## config.mk

```make
export PLATFORM = sky130hd
export DESIGN_NAME = polyline_point_densifier
export DESIGN_NICKNAME = d
export VERILOG_FILES = /design/src/rtl/ppd_pkg.sv /design/src/rtl/ppd_ctrl.sv /design/src/rtl/ppd_datapath.sv /design/src/rtl/polyline_point_densifier.sv
export SDC_FILE = /design/constraint.sdc
export NUM_CORES = 2
export LEC_CHECK = 0
export BUFFER_PORTS_ARGS = -buffer_cell sky130_fd_sc_hd__buf_4
export CORE_UTILIZATION = 50
export DETAILED_ROUTE_END_ITERATION = 12
export PLACE_DENSITY = 0.74
export SKIP_LAST_GASP = 1
export SYNTH_ARGS = -nofsm -noshare
export SYNTH_HDL_FRONTEND = slang
export SYNTH_HIERARCHICAL = 1
export SYNTH_SLANG_ARGS = --single-unit
```

## constraint.sdc

```tcl
create_clock -name i_clk -period 20.5 [get_ports i_clk]
set_input_delay 1.025 -clock i_clk [delete_from_list [all_inputs] [get_ports i_clk]]
set_output_delay 1.025 -clock i_clk [all_outputs]
set_load 0.1 [all_outputs]
```

## src/rtl/ppd_pkg.sv

```systemverilog
// Shared types and constants for the polyline point densifier.
// Used by ppd_ctrl, ppd_datapath, the top level and the checker; no dependencies.
package ppd_pkg;

    localparam int COORD_BITS     = 24;
    localparam int MAX_INSERT_DEF = 63;
    localparam int MAXN_W         = 6;
    localparam int SPC_W          = 24;
    localparam int SEG_W          = 24;
    localparam int PATH_W         = 40;
    localparam int CFG_W          = 24;
    localparam int CFG_IDX_W      = 1;

    // Magnitude of a coordinate difference, its square and its square root.
    localparam int MAG_W   = COORD_BITS + 1;
    localparam int SQ_W    = 2 * MAG_W;
    localparam int SQRT_IT = MAG_W;
    localparam int LEN_W   = MAG_W;
    localparam int RT_W    = LEN_W + 2;
    localparam int ACC_W   = ((LEN_W > SPC_W) ? LEN_W : SPC_W) + 1;
    localparam int DV_W    = LEN_W + 2;

    localparam logic [CFG_IDX_W-1:0] CFG_INSERT_MAX = 1'd0;
    localparam logic [CFG_IDX_W-1:0] CFG_SPACING    = 1'd1;

    localparam logic [MAXN_W-1:0] INSERT_MAX_RST  = 6'd8;
    localparam logic [SPC_W-1:0]  SPACING_RST     = 24'd2560;
    localparam logic [SEG_W-1:0]  SEG_MAX         = {SEG_W{1'b1}};
    localparam logic [PATH_W-1:0] PATH_MAX        = {PATH_W{1'b1}};

    typedef struct packed {
        logic signed [COORD_BITS-1:0] x_coord;
        logic signed [COORD_BITS-1:0] y_coord;
    } t_in_word;

    typedef struct packed {
        logic signed [COORD_BITS-1:0] out_x;
        logic signed [COORD_BITS-1:0] out_y;
        logic [SEG_W-1:0]             segment_length;
        logic [PATH_W-1:0]            path_length;
        logic                         last_of_run;
    } t_out_word;

    typedef enum logic [1:0] {
        DIV_X,
        DIV_Y,
        DIV_S
    } t_div_sel;

    typedef struct packed {
        logic     load;
        logic     first;
        logic     sq_x;
        logic     sq_y;
        logic     sq_sum;
        logic     sqrt_step;
        logic     cnt_init;
        logic     cnt_step;
        logic     div_init;
        logic     div_step;
        logic     div_store;
        t_div_sel div_sel;
        logic     emit_init;
        logic     emit;
    } t_cmd;

    typedef struct packed {
        logic have_prev;
        logic dup;
        logic cnt_done;
        logic emit_last;
        logic out_free;
    } t_status;

endpackage

```

## src/rtl/ppd_ctrl.sv

```systemverilog
// Sequencing state machine of the polyline point densifier.
// Depends on ppd_pkg; drives the command word of ppd_datapath.
module ppd_ctrl (
    input  logic             i_clk,
    input  logic             i_rst_n,
    input  logic             i_in_valid,
    output logic             o_in_stall,
    input  ppd_pkg::t_status i_status,
    output ppd_pkg::t_cmd    o_cmd
);

    localparam int CW = $clog2(ppd_pkg::DV_W + 1);

    typedef enum logic [3:0] {
        S_IDLE,
        S_CHECK,
        S_SQX,
        S_SQY,
        S_SQS,
        S_SQRT,
        S_CNTI,
        S_CNT,
        S_DINI,
        S_DIV,
        S_DFIN,
        S_EINI,
        S_EMIT
    } t_state;

    t_state            r_state, n_state;
    logic [CW-1:0]     r_cnt, n_cnt;
    ppd_pkg::t_div_sel r_sel, n_sel;

    always_comb begin
        n_state = r_state;
        n_cnt   = r_cnt;
        n_sel   = r_sel;
        o_cmd   = '0;
        o_cmd.div_sel = r_sel;
        case (r_state)
            S_IDLE: begin
                if (i_in_valid) begin
                    o_cmd.load = 1'b1;
                    n_state    = S_CHECK;
                end
            end
            S_CHECK: begin
                if (!i_status.have_prev) begin
                    o_cmd.first = 1'b1;
                    n_state     = S_EINI;
                end else if (i_status.dup) begin
                    n_state = S_IDLE;
                end else begin
                    n_state = S_SQX;
                end
            end
            S_SQX: begin
                o_cmd.sq_x = 1'b1;
                n_state    = S_SQY;
            end
            S_SQY: begin
                o_cmd.sq_y = 1'b1;
                n_state    = S_SQS;
            end
            S_SQS: begin
                o_cmd.sq_sum = 1'b1;
                n_cnt        = CW'(ppd_pkg::SQRT_IT - 1);
                n_state      = S_SQRT;
            end
            S_SQRT: begin
                o_cmd.sqrt_step = 1'b1;
                n_cnt           = r_cnt - 1'b1;
                if (r_cnt == '0) begin
                    n_state = S_CNTI;
                end
            end
            S_CNTI: begin
                o_cmd.cnt_init = 1'b1;
                n_state        = S_CNT;
            end
            S_CNT: begin
                if (i_status.cnt_done) begin
                    n_sel   = ppd_pkg::DIV_X;
                    n_state = S_DINI;
                end else begin
                    o_cmd.cnt_step = 1'b1;
                end
            end
            S_DINI: begin
                o_cmd.div_init = 1'b1;
                n_cnt          = CW'(ppd_pkg::DV_W - 1);
                n_state        = S_DIV;
            end
            S_DIV: begin
                o_cmd.div_step = 1'b1;
                n_cnt          = r_cnt - 1'b1;
                if (r_cnt == '0) begin
                    n_state = S_DFIN;
                end
            end
            S_DFIN: begin
                o_cmd.div_store = 1'b1;
                case (r_sel)
                    ppd_pkg::DIV_X: begin
                        n_sel   = ppd_pkg::DIV_Y;
                        n_state = S_DINI;
                    end
                    ppd_pkg::DIV_Y: begin
                        n_sel   = ppd_pkg::DIV_S;
                        n_state = S_DINI;
                    end
                    default: begin
                        n_state = S_EINI;
                    end
                endcase
            end
            S_EINI: begin
                o_cmd.emit_init = 1'b1;
                n_state         = S_EMIT;
            end
            S_EMIT: begin
                if (i_status.out_free) begin
                    o_cmd.emit = 1'b1;
                    if (i_status.emit_last) begin
                        n_state = S_IDLE;
                    end
                end
            end
            default: begin
                n_state = S_IDLE;
            end
        endcase
    end

    assign o_in_stall = (r_state != S_IDLE);

    always_ff @(posedge i_clk) begin
        if (!i_rst_n) begin
            r_state <= S_IDLE;
            r_cnt   <= '0;
            r_sel   <= ppd_pkg::DIV_X;
        end else begin
            r_state <= n_state;
            r_cnt   <= n_cnt;
            r_sel   <= n_sel;
        end
    end

endmodule

```

## src/rtl/ppd_datapath.sv

```systemverilog
// Datapath of the polyline point densifier: configuration, point state, squarer,
// bit-serial square root and divider, interpolation stepper and output register.
// Depends on ppd_pkg; controlled by ppd_ctrl.
module ppd_datapath #(
    parameter int MAX_INSERT = ppd_pkg::MAX_INSERT_DEF
) (
    input  logic                            i_clk,
    input  logic                            i_rst_n,
    input  logic                            i_cfg_we,
    input  logic [ppd_pkg::CFG_IDX_W-1:0]   i_cfg_index,
    input  logic [ppd_pkg::CFG_W-1:0]       i_cfg_wdata,
    input  ppd_pkg::t_in_word               i_in_word,
    input  ppd_pkg::t_cmd                   i_cmd,
    output ppd_pkg::t_status                o_status,
    output logic                            o_out_valid,
    input  logic                            i_out_stall,
    output ppd_pkg::t_out_word              o_out_word
);

    localparam int CB   = ppd_pkg::COORD_BITS;
    localparam int MW   = ppd_pkg::MAG_W;
    localparam int NW   = $clog2(MAX_INSERT + 1);
    localparam int PW   = NW + 1;
    localparam int DS_W = PW + 1;
    localparam logic [ppd_pkg::MAXN_W-1:0] MAX_INS_V = ppd_pkg::MAXN_W'(MAX_INSERT);

    logic [ppd_pkg::MAXN_W-1:0]    r_imax;
    logic [ppd_pkg::SPC_W-1:0]     r_spacing;
    logic                          r_have_prev;
    logic signed [CB-1:0]          r_prev_x, r_prev_y, r_new_x, r_new_y;
    logic [MW-1:0]                 r_ax, r_ay;
    logic                          r_negx, r_negy;
    logic [ppd_pkg::SQ_W-1:0]      r_prod, r_sq, r_sqop;
    logic [ppd_pkg::RT_W-1:0]      r_rem;
    logic [ppd_pkg::LEN_W-1:0]     r_root;
    logic [NW-1:0]                 r_n, r_k;
    logic [ppd_pkg::ACC_W-1:0]     r_acc;
    logic [ppd_pkg::DV_W-1:0]      r_dvd;
    logic [DS_W-1:0]               r_drem;
    logic [MW-1:0]                 r_dqx, r_dqy, r_qx, r_qy;
    logic [DS_W-1:0]               r_drx, r_dry, r_rx, r_ry;
    logic [ppd_pkg::SEG_W-1:0]     r_seg;
    logic [ppd_pkg::PATH_W-1:0]    r_path;
    logic                          r_out_valid;
    ppd_pkg::t_out_word            r_out_word;

    logic signed [MW-1:0]          w_dx, w_dy;
    logic [NW-1:0]                 w_cap;
    logic [PW-1:0]                 w_parts;
    logic [DS_W-1:0]               w_d2p;
    logic [ppd_pkg::RT_W-1:0]      w_rem_sh, w_trial;
    logic [DS_W:0]                 w_dsh;
    logic                          w_dbit;
    logic [DS_W:0]                 w_sx, w_sy;
    logic                          w_wx, w_wy;
    logic [MW-1:0]                 w_qx, w_qy;
    logic signed [MW-1:0]          w_ox, w_oy;
    logic [ppd_pkg::PATH_W:0]      w_psum;
    logic [ppd_pkg::PATH_W-1:0]    w_path;
    logic [ppd_pkg::DV_W-1:0]      w_dvd_init;

    assign w_dx = MW'(i_in_word.x_coord) - MW'(r_prev_x);
    assign w_dy = MW'(i_in_word.y_coord) - MW'(r_prev_y);

    assign w_cap   = NW'((r_imax > MAX_INS_V) ? MAX_INS_V : r_imax);
    assign w_parts = PW'(r_n) + 1'b1;
    assign w_d2p   = {w_parts, 1'b0};

    // One restoring square-root step: two radicand bits enter per cycle.
    assign w_rem_sh = {r_rem[ppd_pkg::RT_W-3:0], r_sqop[ppd_pkg::SQ_W-1 -: 2]};
    assign w_trial  = {r_root, 2'b01};

    assign w_dsh  = {r_drem, r_dvd[ppd_pkg::DV_W-1]};
    assign w_dbit = (w_dsh >= {1'b0, w_d2p});

    always_comb begin
        case (i_cmd.div_sel)
            ppd_pkg::DIV_X: w_dvd_init = ppd_pkg::DV_W'({r_ax, 1'b0});
            ppd_pkg::DIV_Y: w_dvd_init = ppd_pkg::DV_W'({r_ay, 1'b0});
            default:        w_dvd_init = ppd_pkg::DV_W'({r_root, 1'b0})
                                         + ppd_pkg::DV_W'(w_parts);
        endcase
    end

    // Interpolation advances by a fixed quotient and remainder per point.
    assign w_sx = {1'b0, r_rx} + {1'b0, r_drx};
    assign w_sy = {1'b0, r_ry} + {1'b0, r_dry};
    assign w_wx = (w_sx >= {1'b0, w_d2p});
    assign w_wy = (w_sy >= {1'b0, w_d2p});
    assign w_qx = r_qx + r_dqx + MW'(w_wx);
    assign w_qy = r_qy + r_dqy + MW'(w_wy);
    assign w_ox = r_negx ? (MW'(r_prev_x) - signed'(w_qx)) : (MW'(r_prev_x) + signed'(w_qx));
    assign w_oy = r_negy ? (MW'(r_prev_y) - signed'(w_qy)) : (MW'(r_prev_y) + signed'(w_qy));

    assign w_psum = {1'b0, r_path} + (ppd_pkg::PATH_W + 1)'(r_seg);
    assign w_path = w_psum[ppd_pkg::PATH_W] ? ppd_pkg::PATH_MAX : w_psum[ppd_pkg::PATH_W-1:0];

    always_ff @(posedge i_clk) begin
        if (!i_rst_n) begin
            r_imax      <= ppd_pkg::INSERT_MAX_RST;
            r_spacing   <= ppd_pkg::SPACING_RST;
            r_have_prev <= 1'b0;
            r_prev_x    <= '0;
            r_prev_y    <= '0;
            r_path      <= '0;
            r_out_valid <= 1'b0;
        end else begin
            if (i_cfg_we) begin
                case (i_cfg_index)
                    ppd_pkg::CFG_INSERT_MAX: r_imax    <= i_cfg_wdata[ppd_pkg::MAXN_W-1:0];
                    ppd_pkg::CFG_SPACING:    r_spacing <= i_cfg_wdata[ppd_pkg::SPC_W-1:0];
                    default: ;
                endcase
            end
            if (i_cmd.first) begin
                r_have_prev <= 1'b1;
                r_prev_x    <= r_new_x;
                r_prev_y    <= r_new_y;
            end
            if (i_cmd.emit) begin
                r_path      <= w_path;
                r_out_valid <= 1'b1;
                if (r_k == r_n) begin
                    r_prev_x <= r_new_x;
                    r_prev_y <= r_new_y;
                end
            end else if (!i_out_stall) begin
                r_out_valid <= 1'b0;
            end
        end
    end

    always_ff @(posedge i_clk) begin
        if (i_cmd.load) begin
            r_new_x <= i_in_word.x_coord;
            r_new_y <= i_in_word.y_coord;
            r_negx  <= w_dx[MW-1];
            r_negy  <= w_dy[MW-1];
            r_ax    <= w_dx[MW-1] ? MW'(-w_dx) : MW'(w_dx);
            r_ay    <= w_dy[MW-1] ? MW'(-w_dy) : MW'(w_dy);
        end
        if (i_cmd.first) begin
            r_n   <= '0;
            r_seg <= '0;
            r_dqx <= '0;
            r_dqy <= '0;
            r_drx <= '0;
            r_dry <= '0;
        end
        if (i_cmd.sq_x) begin
            r_prod <= r_ax * r_ax;
        end
        if (i_cmd.sq_y) begin
            r_sq   <= r_prod;
            r_prod <= r_ay * r_ay;
        end
        if (i_cmd.sq_sum) begin
            r_sqop <= r_sq + r_prod;
            r_rem  <= '0;
            r_root <= '0;
        end
        if (i_cmd.sqrt_step) begin
            r_sqop <= r_sqop << 2;
            if (w_rem_sh >= w_trial) begin
                r_rem  <= w_rem_sh - w_trial;
                r_root <= {r_root[ppd_pkg::LEN_W-2:0], 1'b1};
            end else begin
                r_rem  <= w_rem_sh;
                r_root <= {r_root[ppd_pkg::LEN_W-2:0], 1'b0};
            end
        end
        if (i_cmd.cnt_init) begin
            r_n   <= '0;
            r_acc <= ppd_pkg::ACC_W'(r_spacing);
        end
        if (i_cmd.cnt_step) begin
            r_n   <= r_n + 1'b1;
            r_acc <= r_acc + ppd_pkg::ACC_W'(r_spacing);
        end
        if (i_cmd.div_init) begin
            r_dvd  <= w_dvd_init;
            r_drem <= '0;
        end
        if (i_cmd.div_step) begin
            r_dvd  <= {r_dvd[ppd_pkg::DV_W-2:0], w_dbit};
            r_drem <= w_dbit ? DS_W'(w_dsh - {1'b0, w_d2p}) : w_dsh[DS_W-1:0];
        end
        if (i_cmd.div_store) begin
            case (i_cmd.div_sel)
                ppd_pkg::DIV_X: begin
                    r_dqx <= r_dvd[MW-1:0];
                    r_drx <= r_drem;
                end
                ppd_pkg::DIV_Y: begin
                    r_dqy <= r_dvd[MW-1:0];
                    r_dry <= r_drem;
                end
                default: begin
                    r_seg <= (r_dvd > ppd_pkg::DV_W'(ppd_pkg::SEG_MAX))
                             ? ppd_pkg::SEG_MAX : r_dvd[ppd_pkg::SEG_W-1:0];
                end
            endcase
        end
        if (i_cmd.emit_init) begin
            r_qx <= '0;
            r_qy <= '0;
            r_rx <= DS_W'(w_parts);
            r_ry <= DS_W'(w_parts);
            r_k  <= '0;
        end
        if (i_cmd.emit) begin
            r_qx <= w_qx;
            r_qy <= w_qy;
            r_rx <= w_wx ? DS_W'(w_sx - {1'b0, w_d2p}) : w_sx[DS_W-1:0];
            r_ry <= w_wy ? DS_W'(w_sy - {1'b0, w_d2p}) : w_sy[DS_W-1:0];
            r_k  <= r_k + 1'b1;
            r_out_word.out_x          <= w_ox[CB-1:0];
            r_out_word.out_y          <= w_oy[CB-1:0];
            r_out_word.segment_length <= r_seg;
            r_out_word.path_length    <= w_path;
            r_out_word.last_of_run    <= (r_k == r_n);
        end
    end

    assign o_status.have_prev = r_have_prev;
    assign o_status.dup       = (r_ax == '0) && (r_ay == '0);
    assign o_status.cnt_done  = (r_n == w_cap) || (r_acc > ppd_pkg::ACC_W'(r_root));
    assign o_status.emit_last = (r_k == r_n);
    assign o_status.out_free  = !r_out_valid || !i_out_stall;

    assign o_out_valid = r_out_valid;
    assign o_out_word  = r_out_word;

endmodule

```

## src/rtl/polyline_point_densifier.sv

```systemverilog
// Top level of the polyline point densifier: ties the controller to the datapath.
// Depends on ppd_pkg, ppd_ctrl and ppd_datapath.
//
// Each accepted point is worked on alone. A first point gives one word once the
// output is free; a repeated point gives no word and frees the input again. For any
// other point the bit-serial square root, the counting loop that finds n, the number
// of inserted points, and three passes of the shared bit-serial divider come first,
// after which the n+1 words leave one per cycle while the output is not stalled.
// The next point is taken once the last word of a run sits in the output register.
module polyline_point_densifier #(
    parameter int MAX_INSERT = ppd_pkg::MAX_INSERT_DEF
) (
    input  logic                          i_clk,
    input  logic                          i_rst_n,
    input  logic                          i_cfg_we,
    input  logic [ppd_pkg::CFG_IDX_W-1:0] i_cfg_index,
    input  logic [ppd_pkg::CFG_W-1:0]     i_cfg_wdata,
    input  logic                          i_in_valid,
    output logic                          o_in_stall,
    input  ppd_pkg::t_in_word             i_in_word,
    output logic                          o_out_valid,
    input  logic                          i_out_stall,
    output ppd_pkg::t_out_word            o_out_word
);

    ppd_pkg::t_cmd    w_cmd;
    ppd_pkg::t_status w_status;

    ppd_ctrl u_ctrl (
        .i_clk      (i_clk),
        .i_rst_n    (i_rst_n),
        .i_in_valid (i_in_valid),
        .o_in_stall (o_in_stall),
        .i_status   (w_status),
        .o_cmd      (w_cmd)
    );

    ppd_datapath #(
        .MAX_INSERT (MAX_INSERT)
    ) u_datapath (
        .i_clk       (i_clk),
        .i_rst_n     (i_rst_n),
        .i_cfg_we    (i_cfg_we),
        .i_cfg_index (i_cfg_index),
        .i_cfg_wdata (i_cfg_wdata),
        .i_in_word   (i_in_word),
        .i_cmd       (w_cmd),
        .o_status    (w_status),
        .o_out_valid (o_out_valid),
        .i_out_stall (i_out_stall),
        .o_out_word  (o_out_word)
    );

endmodule

```

==> After elaboration in Yosys (flattened, before gate mapping) <==
Index checks and enable logic that the tools add are counted.
{ "totals": {"ff_bits": 773, "output_inout_bits": 115, "wordCells": 219} }
{ "op_classes": {"add_sub_neg": 26, "n_mul": 2, "n_lt_le_gt_ge": 7, "eq_ne": 23, "n_mux": 92, "bitwise_logic": 1, "n_reduce_logical": 25} }
{ "ops": {"columns": ["op", "count"], "rows": [
  ["two-way mux 25 bit", 14],
  ["two-way mux 24 bit", 14],
  ["two-way mux 50 bit", 4],
  ["two-way mux 8 bit", 14],
  ["multiplier 25 x 25 -> 50 bit", 2],
  ["two-way mux 27 bit", 2],
  ["one-hot mux 27 bit (2 select lines)", 1],
  ["two-way mux 26 bit", 2],
  ["one-hot mux 4 bit (13 select lines)", 1],
  ["adder 25 x 1 -> 25 bit", 2],
  ["adder 25 bit", 2],
  ["adder 50 bit", 1],
  ["logical NOT 25 bit", 2],
  ["negation 25 bit", 2],
  ["subtractor 24 x 24 -> 25 bit", 2],
  ["adder 24 bit", 2],
  ["subtractor 24 bit", 2],
  ["adder 40 x 24 -> 41 bit", 1],
  ["two-way mux 40 bit", 1],
  ["two-way mux 6 bit", 6],
  ["two-way mux 4 bit", 7],
  ["adder 26 x 7 -> 27 bit", 1],
  ["greater-or-equal comparator 27 bit", 1],
  ["greater-or-equal comparator 9 x 8 -> 1 bit", 3],
  ["37 further kinds", 87]
]} }

==> Depth between registers and ports, before layout <==
{ "depth": {"word_depth": 7, "ltp_mapped": 38, "ltp_nobuf": 37} }

==> Hierarchy <==
The synthesis kept the hierarchy.
{ "by_module_without_submodules": {"columns": ["mod", "n_inst", "cells_each", "area_each_um2", "seq_area_each_um2"], "rows": [
  ["ppd_datapath", 1, 8186, 79144.7, 20599.8],
  ["ppd_ctrl", 1, 114, 813.3, 220.2]
]} }

==> Worst setup path after synthesis <==
No wires, ideal clock.
{ "synth_timing": {"path_type": "register -> register", "from": "reg u_datapath.r_ay[3]", "to": "reg u_datapath/r_prod[42] (netlist bit), data pin", "setup_time_ns": 0.270, "t_arrival_ns": 7.432, "required_ns": 20.230, "setup_slack_ns": 12.798, "stages_incl_launch_ff": 27, "synth_period_minus_slack_ns": 7.702, "path_cell_list": "edfxtp_1 > clkbuf_1 > clkbuf_1 > nand2_1 > fa_1 > inv_1 > fa_1 > fa_1 > inv_1 > fa_1 > fa_1 > inv_1 > fa_1 > fa_1 > ha_1 > a21oi_1 > o211ai_1 > a221o_1 > a222oi_1 > a211oi_1 > nor3_1 > nor2_1 > a221o_1 > a21o_1 > a311oi_1 > xor2_1 > mux2i_1"} }
{ "synth_between": {"elab_chain_len": 2} }
{ "synth_lines": {"columns": ["item", "line", "source"], "rows": [
  ["start, declared", "ppd_datapath.sv:31", "logic [MW-1:0] r_ax, r_ay;"],
  ["start signal, assigned", "ppd_datapath.sv:140", "r_ay <= w_dy[MW-1] ? MW'(-w_dy) : MW'(w_dy);"],
  ["multiplier 25 x 25 -> 50 bit", "ppd_datapath.sv:155", "r_prod <= r_ay * r_ay;"],
  ["two-way mux 50 bit", "ppd_datapath.sv:153", "if (i_cmd.sq_y) begin"],
  ["end signal, assigned", "ppd_datapath.sv:151", "r_prod <= r_ax * r_ax;"],
  ["end signal, assigned", "ppd_datapath.sv:155", null],
  ["end, declared", "ppd_datapath.sv:33", "logic [ppd_pkg::SQ_W-1:0] r_prod, r_sq, r_sqop;"]
]} }
Every way passes these cells.
A chain may end at the register's enable or synchronous reset.

==> Worst setup path after layout <==
{ "layout_timing": {"from": "reg u_datapath.r_ay[21]", "to": "reg u_datapath/r_prod[42] (netlist bit), data pin"} }
Same word-level chain as after synthesis.

==> summary.txt <==
gr usage total -> 26.52%
commonest non-fill, non-tap cells in the layout -> inv_1 (1349), fa_1 (948), ha_1 (712), nand2_1 (681), nor2_1 (584)
Startpoint Class -> flip-flop
main combinational cell family by area after synthesis -> adder cells
TritonCTS clock tree -> built
final hold viol count -> 0
Min-Delay Endpoint -> u_datapath/r_sq[12]$_DFFE_PP_
Yosys top cell area share -> 23.74%
worst-margin pin slew -> 1260 ps
Seq cells post-synth -> 767
vias in the first global route -> 61630
via count -> 59620
max-cap violations -> 0
Worst EP arrival -> 9410 ps
hold buffers post-CTS -> 0
r2r endpoint -> u_datapath/r_prod[42]$_DFFE_PP_
sequential-to-total area share from yosys stat -> 26.04%
Die ar. -> 0.1615 sq mm
CP endpoint kind -> flip-flop
Setup TNS -> 0 ps
Syn Nets -> 10040
Routed Antenna Nets -> 0
CTS H-Tree Depth -> 3
Synth Area in Simple Gates -> 13.59%
fin. max-slew vios -> 0
CTS resizes -> 0
Die Y -> 401.9 microns
CP Class -> reg -> reg
clock tree root driver cell -> clkbuf_16
endpoints failing setup -> 0
compound-gate portion of the synthesized area -> 10.56%
CTS Sinks -> 767
Critical Path RT -> 20900 ps
fmax -> 0.1110 GHz
number of distinct library cells after synthesis -> 95
most area-consuming cells after synthesis -> fa_1 (24%), edfxtp_1 (21%), ha_1 (11%)
Non-Filler Cell Area, Final -> 0.08653 sq mm
RSZ-0062 raised after global routing -> no
IO Count -> 193
dpl cell area -> 0.08359 sq mm
cells after synthesis -> 8300
DP HPWL -> 164.1 mm
later-pin clock latency in the skew report -> 730 ps
post-synthesis adder-cell area fraction -> 34.88%
routability cong. -> 0.9427
share of layout cells above drive strength 1 -> 5.925%
initial antenna violation count -> 8
post-synthesis cell area -> 0.07996 sq mm
min-delay src -> u_datapath/r_prod[12]$_DFFE_PP_
Top FF cell, synth -> edfxtp_1
Syn Area/Cell -> 9.633 sq um
commonest non-fill, non-tap cell in the layout -> inv_1
Critical R2R Launch -> u_datapath/r_ay[21]$_DFFE_PP_
r2r setup slk -> 11490 ps
Period Utilization, post-route -> 43.94%
status -> complete, no violations
Initial DRT Pass Iterations -> 6
first-pass GRT wire length -> 336.7 mm
core area -> 0.1586 sq mm
final setup margin -> 11490 ps
wirelength, routed -> 213.7 mm
PortBufs -> 192
mux contribution to synthesized area -> 1.936%
Place WS -> 11600 ps
Setup Skew -> 53.88 ps
largest area contributor in the netlist -> fa_1
Worst-path clk slew -> 60 ps
area delta synth->final -> 8.225%
Post-synth EDFFs -> 546
Fill cells -> 13700
die width -> 401.9 microns
worst r2r path cells -> 24
hold path depth -> 0
cell row count -> 146
Iteration-0 DRC Markers -> 4713
asr flop ratio synth -> 0%
fin crit period -> 9008 ps
nets@finish -> 10120
slew margin rel. -> 15.21%
Via density -> 5.660
largest net degree at the start of global routing -> 92
starting density of the core -> 50.43%
post-CTS setup buffers -> 0
YS warnings -> 6
Worst Hold Class -> reg -> reg
Core Util, Final -> 54.57%
CP Max Fanout -> 20
clk buf depth -> 3
xor and xnor fraction of the mapped netlist area -> 5.313%
cts bufs inserted -> 86
global route overflow -> 0
Routed WL per cell -> 20.29 microns
DRC viols -> 0
[how the worst max path moves through the flow]
stage	start	endpoint	slack, ps	cells past startpoint
3_3_place_gp	u_datapath/r_ay[10]$_DFFE_PP_	u_datapath/r_prod[42]$_DFFE_PP_	11840	24
3_5_place_dp	u_datapath/r_ay[21]$_DFFE_PP_	u_datapath/r_prod[42]$_DFFE_PP_	11600	24
2_1_floorplan	u_datapath/r_ay[3]$_DFFE_PP_	u_datapath/r_prod[42]$_DFFE_PP_	12800	26
5_1_grt	u_datapath/r_ay[21]$_DFFE_PP_	u_datapath/r_prod[42]$_DFFE_PP_	11030	24
6_report	u_datapath/r_ay[21]$_DFFE_PP_	u_datapath/r_prod[42]$_DFFE_PP_	11490	24
4_1_cts	u_datapath/r_ay[21]$_DFFE_PP_	u_datapath/r_prod[42]$_DFFE_PP_	11580	24
[flip-flops by register name, summed over array words and instances (netlist names), 26 cells and up]
name	count
u_datapath/o_out_word	113
u_datapath/r_acc	26
u_datapath/r_dvd	27
u_datapath/r_path	40
u_datapath/r_prod	49
u_datapath/r_sq	49
u_datapath/r_sqop	50
[per-stage QoR]
stage                     cells  hold WS, ps
after detailed placement  10370        452.0
after CTS                 10530        457.4
after global placement    10370        451.5
final                     10530        466.8
after floorplan            8300        433.4
after global routing      10530        479.0
[layer usage]
| layer | part of all wire, % | wire length (microns) | global-route usage, % |
|---|---|---|---|
| met1 | 41 | 88430 | 34.93 |
| met5 | 0.0061 | 13 | 0 |
| met3 | 7.9 | 16770 | 5.190 |
| met4 | 4.4 | 9327 | 10.82 |
| met2 | 46 | 99120 | 42.83 |
[cells in the mapped netlist, drive strengths merged, types with 35 or more instances]
cell type  number
nand3b         40
o21ai         321
nor2b          95
o21bai         53
nor3           87
and2          323
dfxtp         221
edfxtp        546
mux2i         122
o21a           77
nand3         100
a211oi         35
nor2          586
fa            948
and3           52
xnor2         318
inv          1351
xor2          167
a21oi         447
ha            712
clkbuf        251
a31oi          47
nand2b        113
a21o          142
nand4          38
nand2         682
[worst max-delay path, cell delays in order, from the launching register on]
cell	delay (ps)
edfxtp_1	1000
clkinv_1	650
nor2_1	400
fa_1	470
fa_1	520
fa_1	550
inv_1	50
fa_1	480
fa_1	510
fa_1	500
inv_1	50
fa_1	430
ha_1	350
a21o_1	190
a21o_1	170
a21o_1	170
a211oi_1	290
o21ai_0	120
nor3_1	490
nor2_1	140
a221o_1	390
a21o_1	210
a311oi_1	310
xor2_1	190
mux2i_1	90
[area by class of cell]
| type | instances | area [sq um] | share of cell area (%) |
|---|---|---|---|
| clock buffers | 113 | 2366 | 2.734 |
| well taps | 2072 | 2592 | 2.996 |
| inverters | 1365 | 5125 | 5.922 |
| clock inverters | 47 | 571.8 | 0.6608 |
| multi-input cells | 5899 | 53060 | 61.31 |
| flip-flops and latches | 767 | 20820 | 24.06 |
| repair buffers | 265 | 1989 | 2.299 |
| diodes | 4 | 10.01 | 0.01157 |
[kinds of logic (layout without fill, tap and decap cells)]
| group | Yosys count | after routing |
|---|---|---|
| AOI/OAI and AO/OA | 1353 | 1353 |
| muxes | 151 | 151 |
| DFF | 767 | 767 |
| adders and majority gates | 1660 | 1660 |
| other | 0 | 4 |
| and+or+nand+nor | 2250 | 2250 |
| buffers and inverters | 1634 | 1790 |
| xor gates and xnor gates | 485 | 485 |
Power is left out: the tool's default activity adds up to more than one toggle a clock period on the data nets, which glitch-free logic cannot reach.
